[src/rtl/mfp_pkg.sv]
`timescale 1ns / 1ps
`default_nettype none
// ----------------------------------------------------------------------------
// mfp_pkg
// Shared types and constants of the motor feedback frame parser.
// ----------------------------------------------------------------------------
package mfp_pkg;

    localparam logic [7:0]  SYNC_FIRST   = 8'hAA;
    localparam logic [7:0]  SYNC_SECOND  = 8'h55;
    localparam logic [7:0]  MIN_LENGTH   = 8'd15;
    localparam logic [15:0] FORCE_SPLIT  = 16'hC350;
    localparam logic [15:0] FORCE_FULL   = 16'hFFFF;

    // x / 100 == (x * DIV100_MULT) >> DIV100_SHIFT for every 16-bit x
    localparam int          DIV100_SHIFT = 24;
    localparam logic [17:0] DIV100_MULT  = 18'd167773;

    localparam int          CAP_DEPTH    = 16;
    localparam int          CAP_IDX_W    = $clog2(CAP_DEPTH);

    // configuration register indexes
    localparam logic [7:0]  CFG_MAX_MOTOR_INDEX = 8'd0;
    localparam logic [7:0]  CFG_POSITION_LIMIT  = 8'd1;

    localparam logic [7:0]  MAX_MOTOR_INDEX_RST = 8'd6;
    localparam logic [15:0] POSITION_LIMIT_RST  = 16'd2000;

    typedef logic [CAP_DEPTH-1:0][7:0] cap_array_t;

    typedef struct packed {
        logic [7:0]  max_motor_index;
        logic [15:0] position_limit;
    } cfg_t;

    // end-of-frame event from the parser to the record builder
    typedef struct packed {
        logic       done;
        logic       short_frame;
        cap_array_t frame_bytes;
    } frame_end_t;

endpackage
`default_nettype wire

[src/rtl/mfp_in_stage.sv]
`timescale 1ns / 1ps
`default_nettype none
// ----------------------------------------------------------------------------
// mfp_in_stage
// Input register: holds one received byte until the parser takes it.
// ----------------------------------------------------------------------------
module mfp_in_stage
    import mfp_pkg::*;
(
    input  wire logic       clk,
    input  wire logic       rst_n,
    input  wire logic       in_valid,
    output logic            in_stall,
    input  wire logic [7:0] rx_byte,
    input  wire logic       advance,
    output logic            s1_valid,
    output logic [7:0]      s1_byte
);

    logic       s1_valid_reg;
    logic [7:0] s1_byte_reg;

    // only blocks when a byte is parked here and the pipe cannot move
    assign in_stall = s1_valid_reg && !advance;

    always_ff @(posedge clk or negedge rst_n)
    begin
        if (!rst_n)
        begin
            s1_valid_reg <= 1'b0;
        end
        else if (!in_stall)
        begin
            s1_valid_reg <= in_valid;
        end
    end

    always_ff @(posedge clk)
    begin
        if (!in_stall && in_valid)
        begin
            s1_byte_reg <= rx_byte;
        end
    end

    assign s1_valid = s1_valid_reg;
    assign s1_byte  = s1_byte_reg;

endmodule
`default_nettype wire

[src/rtl/mfp_parser.sv]
`timescale 1ns / 1ps
`default_nettype none
// ----------------------------------------------------------------------------
// mfp_parser
// Sync hunt, length capture and body byte capture for feedback frames.
// ----------------------------------------------------------------------------
module mfp_parser
    import mfp_pkg::*;
(
    input  wire logic       clk,
    input  wire logic       rst_n,
    input  wire logic       s1_valid,
    input  wire logic [7:0] s1_byte,
    input  wire logic       advance,
    output frame_end_t      frame_end
);

    typedef enum logic [1:0] {
        HUNT,
        SYNC2,
        LENGTH,
        BODY
    } phase_t;

    phase_t     phase_reg, phase_next;
    logic [7:0] count_reg, count_next;
    logic [7:0] len_reg, len_next;
    cap_array_t cap_reg, cap_next;
    logic       fire;
    logic       done;

    assign fire = s1_valid && advance;

    always_comb
    begin
        phase_next = phase_reg;
        count_next = count_reg;
        len_next   = len_reg;
        cap_next   = cap_reg;
        done       = 1'b0;
        if (fire)
        begin
            case (phase_reg)
                HUNT:
                begin
                    if (s1_byte == SYNC_FIRST)
                        phase_next = SYNC2;
                end
                SYNC2:
                begin
                    // a repeated AA keeps us waiting for 55
                    if (s1_byte == SYNC_SECOND)
                        phase_next = LENGTH;
                    else if (s1_byte != SYNC_FIRST)
                        phase_next = HUNT;
                end
                LENGTH:
                begin
                    len_next   = s1_byte;
                    count_next = 8'd0;
                    phase_next = BODY;
                end
                BODY:
                begin
                    if (count_reg[7:CAP_IDX_W] == '0)
                        cap_next[count_reg[CAP_IDX_W-1:0]] = s1_byte;
                    if (count_reg >= len_reg)
                    begin
                        done       = 1'b1;
                        phase_next = HUNT;
                        count_next = 8'd0;
                    end
                    else
                    begin
                        count_next = count_reg + 8'd1;
                    end
                end
                default:
                begin
                    phase_next = HUNT;
                end
            endcase
        end
    end

    always_ff @(posedge clk or negedge rst_n)
    begin
        if (!rst_n)
        begin
            phase_reg <= HUNT;
            count_reg <= 8'd0;
            len_reg   <= 8'd0;
        end
        else
        begin
            phase_reg <= phase_next;
            count_reg <= count_next;
            len_reg   <= len_next;
        end
    end

    always_ff @(posedge clk)
    begin
        cap_reg <= cap_next;
    end

    // last body byte is forwarded so a minimum-length frame sees its fault byte
    assign frame_end.done        = done;
    assign frame_end.short_frame = (len_reg < MIN_LENGTH);
    assign frame_end.frame_bytes = cap_next;

endmodule
`default_nettype wire

[src/rtl/mfp_record_out.sv]
`timescale 1ns / 1ps
`default_nettype none
// ----------------------------------------------------------------------------
// mfp_record_out
// Frame checks, force decode and the result register.
// ----------------------------------------------------------------------------
module mfp_record_out
    import mfp_pkg::*;
(
    input  wire logic        clk,
    input  wire logic        rst_n,
    input  wire logic        advance,
    input  wire frame_end_t  frame_end,
    input  wire cfg_t        cfg,
    output logic             out_valid,
    output logic             record_ok,
    output logic [7:0]       motor_id,
    output logic [15:0]      actual_pos,
    output logic [15:0]      commanded_pos,
    output logic [15:0]      current_draw,
    output logic signed [9:0] force_value,
    output logic [15:0]      initial_force,
    output logic [7:0]       temperature,
    output logic [7:0]       fault_status
);

    localparam int PROD_W = 16 + $bits(DIV100_MULT);

    logic [7:0]        idx;
    logic [15:0]       cur_pos;
    logic [15:0]       tgt_pos;
    logic [15:0]       draw;
    logic [15:0]       force_word;
    logic [15:0]       init_word;
    logic              force_neg;
    logic [15:0]       div_opnd;
    logic [PROD_W-1:0] div_prod;
    logic [9:0]        quot;
    logic [9:0]        force_dec;
    logic              ok;

    logic              valid_reg;
    logic              ok_reg;
    logic [7:0]        idx_reg;
    logic [15:0]       cur_reg;
    logic [15:0]       tgt_reg;
    logic [15:0]       draw_reg;
    logic [9:0]        force_reg;
    logic [15:0]       init_reg;
    logic [7:0]        temp_reg;
    logic [7:0]        fault_reg;

    assign idx        = frame_end.frame_bytes[0];
    assign tgt_pos    = {frame_end.frame_bytes[5],  frame_end.frame_bytes[4]};
    assign cur_pos    = {frame_end.frame_bytes[7],  frame_end.frame_bytes[6]};
    assign draw       = {frame_end.frame_bytes[9],  frame_end.frame_bytes[8]};
    assign force_word = {frame_end.frame_bytes[11], frame_end.frame_bytes[10]};
    assign init_word  = {frame_end.frame_bytes[13], frame_end.frame_bytes[12]};

    assign ok = !frame_end.short_frame
             && (idx != 8'd0)
             && (idx <= cfg.max_motor_index)
             && (cur_pos <= cfg.position_limit)
             && (tgt_pos <= cfg.position_limit);

    // raw above the split encodes a negative force, magnitude (FFFF - raw) / 100
    assign force_neg = (force_word > FORCE_SPLIT);
    assign div_opnd  = force_neg ? (FORCE_FULL - force_word) : force_word;
    assign div_prod  = PROD_W'(div_opnd) * PROD_W'(DIV100_MULT);
    assign quot      = div_prod[DIV100_SHIFT +: 10];
    assign force_dec = force_neg ? (10'd0 - quot) : quot;

    always_ff @(posedge clk or negedge rst_n)
    begin
        if (!rst_n)
        begin
            valid_reg <= 1'b0;
        end
        else if (advance)
        begin
            valid_reg <= frame_end.done;
        end
    end

    always_ff @(posedge clk)
    begin
        if (advance && frame_end.done)
        begin
            ok_reg    <= ok;
            idx_reg   <= ok ? idx : 8'd0;
            cur_reg   <= ok ? cur_pos : 16'd0;
            tgt_reg   <= ok ? tgt_pos : 16'd0;
            draw_reg  <= ok ? draw : 16'd0;
            force_reg <= ok ? force_dec : 10'd0;
            init_reg  <= ok ? init_word : 16'd0;
            temp_reg  <= ok ? frame_end.frame_bytes[14] : 8'd0;
            fault_reg <= ok ? frame_end.frame_bytes[15] : 8'd0;
        end
    end

    assign out_valid     = valid_reg;
    assign record_ok     = ok_reg;
    assign motor_id      = idx_reg;
    assign actual_pos    = cur_reg;
    assign commanded_pos = tgt_reg;
    assign current_draw  = draw_reg;
    assign force_value   = $signed(force_reg);
    assign initial_force = init_reg;
    assign temperature   = temp_reg;
    assign fault_status  = fault_reg;

endmodule
`default_nettype wire

[src/rtl/motor_feedback_frame_parser.sv]
`timescale 1ns / 1ps
`default_nettype none
// ----------------------------------------------------------------------------
// motor_feedback_frame_parser
// Parses motor feedback frames (AA 55, length L, L+1 body bytes) from a byte
// stream and emits one record per frame.
//
// Input channel: in_valid / in_stall with rx_byte; one byte per transaction.
// Output channel: out_valid / out_stall with the record fields; one record per
// frame, issued on the frame's last byte. Rejected frames give record_ok = 0
// with all other fields zero.
// Config channel: cfg_valid / cfg_ready (always ready), cfg_index selects
// 0 = max_motor_index, 1 = position_limit; other indexes are ignored.
// Write config only while no frame is in flight.
// Throughput: one byte per cycle while no record is stalled. A byte passes the
// input register, then the parser plus record register, which holds the record
// of the frame's last byte (the force divide by 100 is a single constant multiply).
// Reset: parser hunts for sync, config returns to 6 and 2000, no record held.
// Stall: a waiting record holds the pipe; if the input register is empty, one
// more byte is still taken into it before in_stall rises.
// ----------------------------------------------------------------------------
module motor_feedback_frame_parser
    import mfp_pkg::*;
(
    input  wire logic        clk,
    input  wire logic        rst_n,
    input  wire logic        in_valid,
    output logic             in_stall,
    input  wire logic [7:0]  rx_byte,
    output logic             out_valid,
    input  wire logic        out_stall,
    output logic             record_ok,
    output logic [7:0]       motor_id,
    output logic [15:0]      actual_pos,
    output logic [15:0]      commanded_pos,
    output logic [15:0]      current_draw,
    output logic signed [9:0] force_value,
    output logic [15:0]      initial_force,
    output logic [7:0]       temperature,
    output logic [7:0]       fault_status,
    input  wire logic        cfg_valid,
    output logic             cfg_ready,
    input  wire logic [7:0]  cfg_index,
    input  wire logic [15:0] cfg_data
);

    cfg_t       cfg_reg;
    logic       advance;
    logic       s1_valid;
    logic [7:0] s1_byte;
    frame_end_t frame_end;

    assign cfg_ready = 1'b1;
    assign advance   = !(out_valid && out_stall);

    always_ff @(posedge clk or negedge rst_n)
    begin
        if (!rst_n)
        begin
            cfg_reg.max_motor_index <= MAX_MOTOR_INDEX_RST;
            cfg_reg.position_limit  <= POSITION_LIMIT_RST;
        end
        else if (cfg_valid && cfg_ready)
        begin
            if (cfg_index == CFG_MAX_MOTOR_INDEX)
                cfg_reg.max_motor_index <= cfg_data[7:0];
            else if (cfg_index == CFG_POSITION_LIMIT)
                cfg_reg.position_limit <= cfg_data;
        end
    end

    mfp_in_stage u_in_stage (
        .clk      (clk),
        .rst_n    (rst_n),
        .in_valid (in_valid),
        .in_stall (in_stall),
        .rx_byte  (rx_byte),
        .advance  (advance),
        .s1_valid (s1_valid),
        .s1_byte  (s1_byte)
    );

    mfp_parser u_parser (
        .clk       (clk),
        .rst_n     (rst_n),
        .s1_valid  (s1_valid),
        .s1_byte   (s1_byte),
        .advance   (advance),
        .frame_end (frame_end)
    );

    mfp_record_out u_record_out (
        .clk           (clk),
        .rst_n         (rst_n),
        .advance       (advance),
        .frame_end     (frame_end),
        .cfg           (cfg_reg),
        .out_valid     (out_valid),
        .record_ok     (record_ok),
        .motor_id      (motor_id),
        .actual_pos    (actual_pos),
        .commanded_pos (commanded_pos),
        .current_draw  (current_draw),
        .force_value   (force_value),
        .initial_force (initial_force),
        .temperature   (temperature),
        .fault_status  (fault_status)
    );

    // input only backs up behind a stalled record
    a_stall_cause: assert property (@(posedge clk) disable iff (!rst_n)
        in_stall |-> (out_valid && out_stall))
        else $error("in_stall without a stalled record");

    a_reject_zero: assert property (@(posedge clk) disable iff (!rst_n)
        (out_valid && !record_ok) |-> (motor_id == 8'd0 && actual_pos == 16'd0
            && commanded_pos == 16'd0 && current_draw == 16'd0 && force_value == 10'sd0
            && initial_force == 16'd0 && temperature == 8'd0 && fault_status == 8'd0))
        else $error("rejected record carries nonzero fields");

    a_accept_limits: assert property (@(posedge clk) disable iff (!rst_n)
        (out_valid && record_ok) |-> (motor_id != 8'd0
            && motor_id <= cfg_reg.max_motor_index
            && actual_pos <= cfg_reg.position_limit
            && commanded_pos <= cfg_reg.position_limit))
        else $error("accepted record outside configured limits");

    a_force_range: assert property (@(posedge clk) disable iff (!rst_n)
        (out_valid && record_ok) |-> (force_value >= -10'sd155 && force_value <= 10'sd500))
        else $error("decoded force out of range");

endmodule
`default_nettype wire

[config.mk]
export PLATFORM = sky130hd
export DESIGN_NAME = motor_feedback_frame_parser
export DESIGN_NICKNAME = d
export VERILOG_FILES = /design/src/rtl/mfp_pkg.sv /design/src/rtl/mfp_in_stage.sv /design/src/rtl/mfp_parser.sv /design/src/rtl/mfp_record_out.sv /design/src/rtl/motor_feedback_frame_parser.sv
export SDC_FILE = /design/constraint.sdc
export NUM_CORES = 1
export LEC_CHECK = 0
export ABC_AREA = 1
export BUFFER_PORTS_ARGS = -buffer_cell sky130_fd_sc_hd__buf_2
export CORE_MARGIN = 2
export CORE_UTILIZATION = 40
export DETAILED_ROUTE_END_ITERATION = 8
export PLACE_DENSITY = 0.54
export RECOVER_POWER = 25
export SETUP_SLACK_MARGIN = 0.2
export SLEW_MARGIN = 20
export SYNTH_ARGS = -nofsm -noshare
export SYNTH_HDL_FRONTEND = slang
export SYNTH_SLANG_ARGS = --single-unit
[constraint.sdc]
create_clock -name clk -period 9.8 [get_ports clk]
set_input_delay 1.47 -clock clk [delete_from_list [all_inputs] [get_ports clk]]
set_output_delay 1.47 -clock clk [all_outputs]
set_load 0.05 [all_outputs]
==> results of run 1 <==
-- worst paths after layout --
| check | slack [ns] | depth (start not counted) | start | endpoint |
|---|---|---|---|---|
| min in group asynchronous | 1.68 | 1 | rst_n | u_in_stage.s1_valid |
| min | 0.49 | 2 | cfg_reg[2] | cfg_reg[2] |
| min reg2reg | 0.49 | 2 | cfg_reg[2] | cfg_reg[2] |
| max reg2reg | 1.23 | 41 | u_parser.count_reg[0] | u_record_out.force_value[8] |
| max | 0.85 | 42 | out_stall | u_record_out.force_value[8] |
| max in group asynchronous | 6.68 | 1 | rst_n | u_parser.count_reg[2] |
-- final cells by class --
type                    instances  area share [%]
multi-input cells            1134            44.2
flip-flops and latches        255            33.9
inverters                     456            9.07
repair buffers                165            4.62
clock buffers                  29            3.73
well taps                     532            3.52
clock inverters                19           0.961
-- metal layers --
metal | global-route usage [%] | up-vias | part of all wire [%]
met5 | 0 | - | 0
met4 | 5.23 | 0 | 2.4
met3 | 2.48 | 53 | 3.6
met2 | 34.7 | 195 | 49
met1 | 25.2 | 5784 | 45
li1 | - | 6203 | -
-- cells in the final DEF (no fill, tap or decap), types with 4 or more instances in the layout --
master,instances
inv_1,453
nand2_1,271
ha_1,178
nor2_1,175
o21ai_0,142
buf_2,131
edfxtp_1,107
dfxtp_1,104
fa_1,95
a21oi_1,58
nand3_1,52
dfrtp_1,36
clkbuf_16,28
nor3_1,25
buf_4,24
xor2_1,21
xnor2_1,12
clkbuf_1,11
nand2_2,10
nand4_1,10
nor4_1,10
mux2_2,8
dfstp_2,8
clkinv_2,8
a31oi_1,6
or2_2,5
a211oi_1,5
o21ai_1,4
xor2_2,4
o21a_1,4
clkinv_1,4
-- Yosys cell counts, types with 3 or more instances --
| cell type | number | area (um2) |
|---|---|---|
| nand3_1 | 52 | 260 |
| nand4_1 | 10 | 62.6 |
| a31oi_1 | 6 | 37.5 |
| nand2_1 | 269 | 1010 |
| nor2_1 | 175 | 657 |
| dfstp_2 | 8 | 210 |
| o21ai_0 | 137 | 686 |
| a21oi_1 | 58 | 290 |
| buf_2 | 6 | 30.0 |
| a211oi_1 | 5 | 37.5 |
| mux2_2 | 8 | 90.1 |
| o221ai_1 | 3 | 26.3 |
| nor3_1 | 25 | 125 |
| dfrtp_1 | 36 | 901 |
| nor2_2 | 4 | 25.0 |
| o21a_1 | 4 | 30.0 |
| or2_2 | 5 | 31.3 |
| nand3b_1 | 3 | 22.5 |
| xor2_1 | 25 | 219 |
| o211ai_1 | 3 | 22.5 |
| inv_1 | 454 | 1700 |
| dfxtp_1 | 104 | 2080 |
| fa_1 | 95 | 1900 |
| nor4_1 | 10 | 62.6 |
| ha_1 | 178 | 2230 |
| xnor2_1 | 13 | 114 |
| nand2_2 | 12 | 75.1 |
| o21ai_1 | 9 | 45.0 |
| edfxtp_1 | 107 | 3210 |
| clkbuf_1 | 32 | 120 |
-- cells by family (layout without fill, tap and decap cells) --
logic type      count (synthesis)  in the layout  share of synthesized area (%)
other cells                     1              1                         0.0226
xor+xnor                       39             39                           2.17
compound gates                241            241                           7.91
simple gates                  572            572                           14.5
buf+inv                       497            669                           11.4
mux                             8              8                          0.543
flops                         255            255                           38.6
fa+ha+maj                     273            273                           24.9
-- metrics by stage --
| stage | setup TNS (ns) | instances |
|---|---|---|
| after floorplan | 0 | 1886 |
| after global placement | 0 | 2542 |
| after detailed placement | -0.0156 | 2542 |
| after CTS | 0 | 2590 |
| after global routing | 0 | 2590 |
| final | 0 | 2590 |
-- critical path: cells and delay by family --
family                     cells  cell delay, ns
and+or+nand+nor               22            2.76
buffers and inverters          8            0.63
AOI/OAI and AO/OA              2            0.44
xor gates and xnor gates       2            0.47
adders and majority gates      8            3.43
==> Implementation_results.wiki, run 1 <==
{| class="wikitable"
! Metric !! Value
|-
| Result of the run || complete, but fails checks
|-
| Failing checks || capacitance limit, slew limit
|-
| Detailed placer's ending HPWL || 32400 um
|-
| Setup repair after global routing missed its margin || false
|-
| Placed Area || 0.0180 mm2
|-
| Port Buf Inserts || 137
|-
| FP Rows || 74
|-
| Clock latency on the worst-skew pair || 0.54 ns
|-
| Die Span X || 208 um
|-
| Number of global-route vias before repair || 12600
|-
| Area delta synth->final || 13.8%
|-
| Number of synthesized flops with an enable pin || 107
|-
| Most used DFF post-synth || edfxtp_1
|-
| Flip-flop count of the largest register, all copies and words added || 104
|-
| Slowest-stage cell, CP || fa_1
|-
| Total of hold buffers inserted after clock tree synthesis || 0
|-
| Largest net degree at the start of global routing || 90
|-
| Fin worst setup slack || 0.855 ns
|-
| Ports || 139
|-
| CTS tree || done
|-
| Avg Cell Area, Syn || 8.80 um2
|-
| Antenna Nets Post-Route || 0
|-
| Final #Nets || 2348
|-
| Area of the multi-input gates || 0.00834 mm2
|-
| Max Clk Rate || 0.112 GHz
|-
| Clock slew at reported path FFs || 0.06 ns
|-
| First-pass GRT wire length || 67200 um
|-
| Type of the setup path with the least slack || input port to register
|-
| Part of the Yosys area used for sequential elements || 38.6%
|-
| Drt drc || 0
|-
| Maximum fanout encountered on the critical timing path || 14
|-
| Initial core utilization || 40.5%
|-
| Min-Delay Path Class || register to register
|-
| Final Core Density || 46.1%
|-
| Post-synthesis register bit count || 255
|-
| Post-placement setup slack || -0.0156 ns
|-
| First-iteration detailed-routing DRC count || 601
|-
| Fraction of the cycle the final worst path needs || 91.3%
|-
| CTS Root Cell || clkbuf_16
|-
| Mapped Nets || 2196
|-
| Worst hold margin || 0.486 ns
|-
| Number of violations of the max-capacitance limit || 1
|-
| Max stage delay on crit path || 0.57 ns
|-
| Setup-failing EPs final || 0
|-
| Count of vias placed by the detailed router || 12200
|-
| Setup crit end kind || register
|-
| Endpoints failing hold || 0
|-
| Total Routing Usage GR || 19.6%
|-
| Wire length after detailed routing || 41400 um
|-
| Core outline area || 0.0409 mm2
|-
| Count of pins over their slew limit || 45
|-
| Remaining global-route overflow || 0
|-
| Initial antenna violation count || 0
|-
| GPL Wtd Cong || 0.931
|-
| Arrival time worst endpoint || 9.23 ns
|-
| Drt wl/cell || 16.0 um
|-
| Area of the die || 0.0431 mm2
|-
| Worst max-slew margin expressed relative to the limit || -65.5%
|-
| Nature of the critical path startpoint || input port
|-
| Synth Cell Area || 0.0166 mm2
|-
| # diodes || 0
|-
| Worst Clk Skew || 0.0155 ns
|-
| Critical path required time || 10.09 ns
|-
| Die boundary height || 208 um
|-
| Number of different library cells in the post-synthesis netlist || 53
|-
| Fraction of final layout cells sized beyond drive strength 1 || 12.2%
|-
| Post-CTS Resized || 0
|-
| Final instance area || 0.0189 mm2
|-
| Number of cells produced by synthesis || 1886
|-
| CTS Buffer Depth || 3
|-
| Actual slew at the worst max-slew pin || 2.48 ns
|-
| Post-CTS Setup Repair Bufs || 0
|-
| Sequential cell area || 0.00641 mm2
|-
| Pre-antenna DRT Iters || 4
|-
| Layout filler cell count || 4037
|-
| Htree depth || 1
|-
| Synthesis warning total || 0
|-
| Async set-or-reset flop fraction in the synthesized netlist || 17.3%
|-
| Clock Sinks || 255
|-
| Number of clock buffers inserted by TritonCTS || 26
|-
| Shortest clock period the worst path allows after layout || 8.95 ns
|-
| Routed vias/inst || 4.72
|}
Power of run 1 is not shown: default switching activity piles up to over one toggle a cycle in this logic, so the estimate is an artifact.
==> inputs of run 2 (changes only) <==
--- a/config.mk
+++ b/config.mk
@@ -10,10 +10,11 @@
 export CORE_MARGIN = 2
 export CORE_UTILIZATION = 40
 export DETAILED_ROUTE_END_ITERATION = 8
-export PLACE_DENSITY = 0.54
-export RECOVER_POWER = 25
+export PLACE_DENSITY = 0.56
+export RECOVER_POWER = 100
 export SETUP_SLACK_MARGIN = 0.2
 export SLEW_MARGIN = 20
 export SYNTH_ARGS = -nofsm -noshare
 export SYNTH_HDL_FRONTEND = slang
 export SYNTH_SLANG_ARGS = --single-unit
+export TNS_END_PERCENT = 1
==> Implementation_results.wiki, run 2 (same netlist as run 1, synthesis figures left out) <==
{| class="wikitable"
! Metric !! Value
|-
| Nature of the critical path startpoint || input port
|-
| Number of buffer and inverter stages on the critical path || 5 (-3)
|-
| GPL Wtd Cong || 0.898 (-3.5%)
|-
| Most frequent cell on the critical path || nand2_1
|-
| Number of violations of the max-capacitance limit || 4 (+3)
|-
| Maximum fanout encountered on the critical timing path || 23 (+9)
|-
| Detailed placer's ending HPWL || 32000 um (-1.3%)
|-
| Result of the run || complete, but fails checks
|-
| Final #Nets || 2343 (-0.21%)
|-
| CTS Root Cell || clkbuf_16
|-
| Drt drc || 0 (unchanged)
|-
| Wire length after detailed routing || 40600 um (-2.0%)
|-
| Setup crit end kind || register
|-
| Slowest-stage cell, CP || fa_1
|-
| Number of standard cells in the final layout excluding fillers || 2586 (-0.15%)
|-
| Clock Sinks || 255 (unchanged)
|-
| Routed vias/inst || 4.81 (+1.8%)
|-
| Actual slew at the worst max-slew pin || 2.74 ns (+0.261 ns)
|-
| Count of vias placed by the detailed router || 12400 (+1.6%)
|-
| # diodes || 0 (unchanged)
|-
| Port Buf Inserts || 137 (unchanged)
|-
| Setup tns final || 0 ns (unchanged)
|-
| Pre-antenna DRT Iters || 5 (+1)
|-
| Worst path top cell family by delay || adder cells
|-
| Final Core Density || 45.6% (-0.54 points)
|-
| Total of hold buffers inserted after clock tree synthesis || 0 (unchanged)
|-
| Remaining global-route overflow || 0 (unchanged)
|-
| Setup repair after global routing missed its margin || false
|-
| Htree depth || 1 (unchanged)
|-
| Commonest non-fill, non-tap cell in the layout || inv_1
|-
| Flip-flop count of the largest register, all copies and words added || 104 (unchanged)
|-
| Max stage delay on crit path || 0.54 ns (-0.03 ns)
|-
| Worst max-slew margin expressed relative to the limit || -82.9% (-17 points)
|-
| CTS Buffer Depth || 3 (unchanged)
|-
| Layout filler cell count || 4097 (+1.5%)
|-
| Clock latency on the worst-skew pair || 0.56 ns (+0.02 ns)
|-
| Setup-failing EPs final || 0 (unchanged)
|-
| Endpoints failing hold || 0 (unchanged)
|-
| CTS tree || done
|-
| Antenna Nets Post-Route || 0 (unchanged)
|-
| Initial core utilization || 40.5% (unchanged)
|-
| Worst Clk Skew || 0.0327 ns (+0.0171 ns)
|-
| Failing checks || capacitance limit, slew limit
|-
| Ports || 139 (unchanged)
|-
| Total Routing Usage GR || 19.1% (-0.45 points)
|-
| Min-Delay Path Class || register to register
|-
| Count of pins over their slew limit || 237 (+430%)
|-
| Initial antenna violation count || 0 (unchanged)
|-
| Shortest clock period the worst path allows after layout || 8.93 ns (-0.0128 ns)
|-
| First-iteration detailed-routing DRC count || 737 (+23%)
|-
| FP Rows || 74 (unchanged)
|-
| Total instance count after detailed placement || 2536 (-0.24%)
|-
| Critical path required time || 10.08 ns (about the same)
|-
| First-pass GRT wire length || 66400 um (-1.1%)
|-
| Clock slew at reported path FFs || 0.06 ns (about the same)
|-
| Number of clock buffers inserted by TritonCTS || 27 (+3.8%)
|-
| Die Span X || 208 um (unchanged)
|-
| Fraction of the cycle the final worst path needs || 91.1% (-0.13 points)
|-
| Top library cells by usage in the layout, fill and taps aside || 453 x inv_1, 272 x nand2_1, 178 x ha_1, 175 x nor2_1, 136 x o21ai_0
|-
| Max Clk Rate || 0.112 GHz (+0.14%)
|-
| Area of the die || 0.0431 mm2 (unchanged)
|-
| Drt wl/cell || 15.7 um (-1.8%)
|-
| Type of the setup path with the least slack || input port to register
|-
| Largest net degree at the start of global routing || 90 (unchanged)
|-
| Number of global-route vias before repair || 12600 (-0.71%)
|-
| Die boundary height || 208 um (unchanged)
|-
| Core outline area || 0.0409 mm2 (unchanged)
|-
| Fraction of final layout cells sized beyond drive strength 1 || 6.82% (-5.4 points)
|-
| Area delta synth->final || 12.5%
|-
| Arrival time worst endpoint || 9.22 ns (about the same)
|}
[run 2: changes by cell type in the layout (fill, tap and decap cells not counted), sizes merged]
cell	delta
buf	-105
bufinv	-3
clkbuf	+112
clkinv	-7
inv	-1
[run 2: through the flow]
step | worst slack [ns] | area, um2 | hold WS [ns]
2_1_floorplan | 0.689 | 16600 | 0.453
3_3_place_gp | 0.281 | 17900 | 0.471
3_5_place_dp | 0.0907 | 17900 | 0.474
4_1_cts | 0.643 | 18800 | 0.490
5_1_grt | 0.130 | 18700 | 0.510
6_report | 0.867 | 18700 | 0.489
[run 2: path summary, 6_finish.rpt]
kind / startpoint / endpoint / slack, ns / cells past startpoint
max: out_stall / u_record_out.force_value[8] / 0.87 / 40
min: cfg_reg[2] / cfg_reg[2] / 0.49 / 2
max reg2reg: u_parser.count_reg[0] / u_record_out.force_value[8] / 1.09 / 38
min reg2reg: cfg_reg[2] / cfg_reg[2] / 0.49 / 2
max in group asynchronous: rst_n / u_parser.count_reg[1] / 6.54 / 1
min in group asynchronous: rst_n / u_in_stage.s1_valid / 1.74 / 1
[run 2: timing repair]
action                                  4_1_cts  5_1_grt
buffers inserted                              0        0
gates resized for setup                       0        9
endpoints found under the setup margin        0        8
[run 2: tightest hold or removal path, stage by stage, from the launching register on]
cell and delay [ns]:
dfrtp_1 0.34, nand2_1 0.05, o21ai_0 0.06
[run 2: area by class of cell]
| type | instances | area, um2 | area share (%) |
|---|---|---|---|
| tap | 532 | 666 | 3.57 |
| sequential | 255 | 6410 | 34.3 |
| clock inverter | 8 | 47.5 | 0.255 |
| inverter | 456 | 1710 | 9.18 |
| timing repair buffer | 159 | 701 | 3.75 |
| clock buffer | 42 | 803 | 4.30 |
| multi-input combinational | 1134 | 8330 | 44.6 |
[run 2: routing by layer]
metal	vias up	part of all wire, %	global-route usage [%]
met2	265	45	31.8
met1	5897	48	26.9
met4	0	2.2	4.82
met3	54	4.5	1.86
li1	6220	-	-
met5	-	0	0
Power of run 2 is left out for the same reason.
==> inputs of run 3 (changes only) <==
--- a/config.mk
+++ b/config.mk
@@ -7,10 +7,12 @@
 export LEC_CHECK = 0
 export ABC_AREA = 1
 export BUFFER_PORTS_ARGS = -buffer_cell sky130_fd_sc_hd__buf_2
+export CELL_PAD_IN_SITES_DETAIL_PLACEMENT = 1
+export CELL_PAD_IN_SITES_GLOBAL_PLACEMENT = 2
 export CORE_MARGIN = 2
-export CORE_UTILIZATION = 40
+export CORE_UTILIZATION = 38
 export DETAILED_ROUTE_END_ITERATION = 8
-export PLACE_DENSITY = 0.56
+export PLACE_DENSITY = 0.8
 export RECOVER_POWER = 100
 export SETUP_SLACK_MARGIN = 0.2
 export SLEW_MARGIN = 20
==> Implementation_results.wiki, run 3 (same netlist as run 1, synthesis figures left out) <==
{| class="wikitable"
! Metric !! Value
|-
| Min-Delay Path Class || register to register
|-
| FP Rows || 76 (+2.7%)
|-
| Remaining global-route overflow || 0 (unchanged)
|-
| Number of cells on the worst hold path || 2 (unchanged)
|-
| Critical path required time || 10.10 ns (+0.02 ns)
|-
| Final #Nets || 2344 (+0.043%)
|-
| Slowest-stage cell, CP || fa_1
|-
| Number of standard cells in the final layout excluding fillers || 2640 (+2.1%)
|-
| Failing checks || capacitance limit, slew limit
|-
| Antenna Nets Post-Route || 0 (unchanged)
|-
| Routed vias/inst || 4.77 (-0.74%)
|-
| Initial antenna violation count || 0 (unchanged)
|-
| Maximum fanout encountered on the critical timing path || 17 (-26%)
|-
| Type of the setup path with the least slack || input port to register
|-
| Area delta synth->final || 13.7%
|-
| First-iteration detailed-routing DRC count || 556 (-25%)
|-
| Placed Area || 0.0180 mm2 (+0.40%)
|-
| CTS Root Cell || clkbuf_16
|-
| CTS tree || done
|-
| Post-CTS Setup Repair Bufs || 0 (unchanged)
|-
| Total Routing Usage GR || 21.3% (+2.2 points)
|-
| Setup tns final || 0 ns (unchanged)
|-
| Post-Route M1 WL || 20300 um (+4.3%)
|-
| Post-placement setup slack || -0.0371 ns (-0.128 ns)
|-
| Max stage delay on crit path || 0.54 ns (about the same)
|-
| Metal3 WL || 1390 um (-23%)
|-
| Number of violations of the max-capacitance limit || 4 (unchanged)
|-
| # diodes || 0 (unchanged)
|-
| Largest net degree at the start of global routing || 90 (unchanged)
|-
| Setup crit end kind || register
|-
| Clock Sinks || 255 (unchanged)
|-
| Pre-antenna DRT Iters || 4 (-1)
|-
| Core outline area || 0.0431 mm2 (+5.3%)
|-
| Count of pins over their slew limit || 237 (unchanged)
|-
| Area of the die || 0.0454 mm2 (+5.2%)
|-
| Final instance area || 0.0189 mm2 (+1.1%)
|-
| Fin worst setup slack || 0.791 ns (-0.0764 ns)
|-
| Max Clk Rate || 0.111 GHz (-0.85%)
|-
| First-pass GRT wire length || 74900 um (+13%)
|-
| Number of clock buffers inserted by TritonCTS || 27 (unchanged)
|-
| Fraction of the cycle the final worst path needs || 91.9% (+0.78 points)
|-
| Htree depth || 1 (unchanged)
|-
| Die boundary height || 213 um (+2.5%)
|-
| Die Span X || 213 um (+2.5%)
|-
| Drt drc || 0 (unchanged)
|-
| Setup repair after global routing missed its margin || false
|-
| Endpoints failing hold || 0 (unchanged)
|-
| Number of global-route vias before repair || 13900 (+10%)
|-
| Nature of the critical path startpoint || input port
|-
| Port Buf Inserts || 137 (unchanged)
|-
| Top library cells by usage in the layout, fill and taps aside || 453 x inv_1, 272 x nand2_1, 178 x ha_1, 175 x nor2_1, 140 x o21ai_0
|-
| R2R cell count || 37 (-2.6%)
|-
| Actual slew at the worst max-slew pin || 2.96 ns (+0.217 ns)
|-
| Worst Clk Skew || 0.0311 ns (-0.00159 ns)
|-
| Shortest clock period the worst path allows after layout || 9.01 ns (+0.0764 ns)
|-
| Wire length after detailed routing || 46300 um (+14%)
|-
| Fraction of final layout cells sized beyond drive strength 1 || 7.35% (+0.53 points)
|-
| Ports || 139 (unchanged)
|-
| Initial core utilization || 38.5% (-2.0 points)
|-
| GPL Wtd Cong || 0.875 (-2.5%)
|-
| Flip-flop count of the largest register, all copies and words added || 104 (unchanged)
|-
| Clock latency on the worst-skew pair || 0.57 ns (about the same)
|-
| CTS Buffer Depth || 3 (unchanged)
|-
| Highest routed layer || met4
|-
| Met2 routed wirelength || 23600 um (+28%)
|-
| Setup-failing EPs final || 0 (unchanged)
|-
| Commonest non-fill, non-tap cell in the layout || inv_1
|-
| Worst max-slew margin expressed relative to the limit || -97.4% (-14 points)
|-
| Total instance count after detailed placement || 2590 (+2.1%)
|-
| Clock slew at reported path FFs || 0.06 ns (about the same)
|-
| Result of the run || complete, but fails checks
|-
| Detailed placer's ending HPWL || 36500 um (+14%)
|-
| Drt wl/cell || 17.5 um (+12%)
|-
| Count of vias placed by the detailed router || 12600 (+1.3%)
|-
| Arrival time worst endpoint || 9.31 ns (+0.09 ns)
|}
[run 3: cell count changes in the layout (fill, tap and decap cells not counted), moves of 3 or more]
| cell | previous run | this run |
|---|---|---|
| clkbuf_1 | 117 | 109 |
| xor2_2 | 2 | 5 |
| clkinvlp_4 | 1 | 5 |
| xor2_1 | 23 | 20 |
| clkinv_4 | 0 | 3 |
| bufinv_16 | 0 | 5 |
| clkbuf_8 | 5 | 0 |
| o21ai_1 | 9 | 6 |
| o21ai_0 | 136 | 140 |
[run 3: final timing paths]
| path | slack [ns] | to | startpoint |
|---|---|---|---|
| worst min register to register | 0.49 | cfg_reg[2] | cfg_reg[2] |
| max in group asynchronous | 6.59 | cfg_reg[15] | rst_n |
| min in group asynchronous | 1.71 | u_record_out.out_valid | rst_n |
| worst max-delay path | 0.79 | u_record_out.force_value[8] | out_stall |
| worst min-delay path | 0.49 | cfg_reg[2] | cfg_reg[2] |
| worst max register to register | 0.90 | u_record_out.force_value[8] | u_parser.count_reg[0] |
[run 3: layout make-up]
type	instances	area [um2]
well taps	585	732
clock inverters	22	293
fillers	5146	24200
multi-input cells	1134	8340
repair buffers	160	704
flip-flops and latches	255	6410
clock buffers	28	679
inverters	456	1710
[run 3: repair_timing]
item,CTS,global route
endpoints found under the setup margin,0,9
hold buffers,0,0
gates resized for setup,0,10
[run 3: per-stage QoR]
stage	hold WS [ns]	utilization, %
4_1_cts	0.496	44.1
3_3_place_gp	0.475	41.8
5_1_grt	0.518	43.8
3_5_place_dp	0.483	41.8
2_1_floorplan	0.453	-
6_report	0.495	43.8
[run 3: layer usage]
metal | GRT usage (%) | vias up
met5 | 0 | -
met1 | 26.7 | 6163
met2 | 39.2 | 182
met3 | 1.96 | 63
met4 | 5.40 | 0
li1 | - | 6194
[run 3: critical path, delay by kind of cell]
| family | cells | cell delay [ns] |
|---|---|---|
| simple gates | 15 | 1.91 |
| buf+inv | 5 | 0.31 |
| compound gates | 6 | 1.39 |
| fa+ha+maj | 9 | 3.68 |
| xor+xnor | 2 | 0.55 |
Power of run 3 is left out for the same reason.
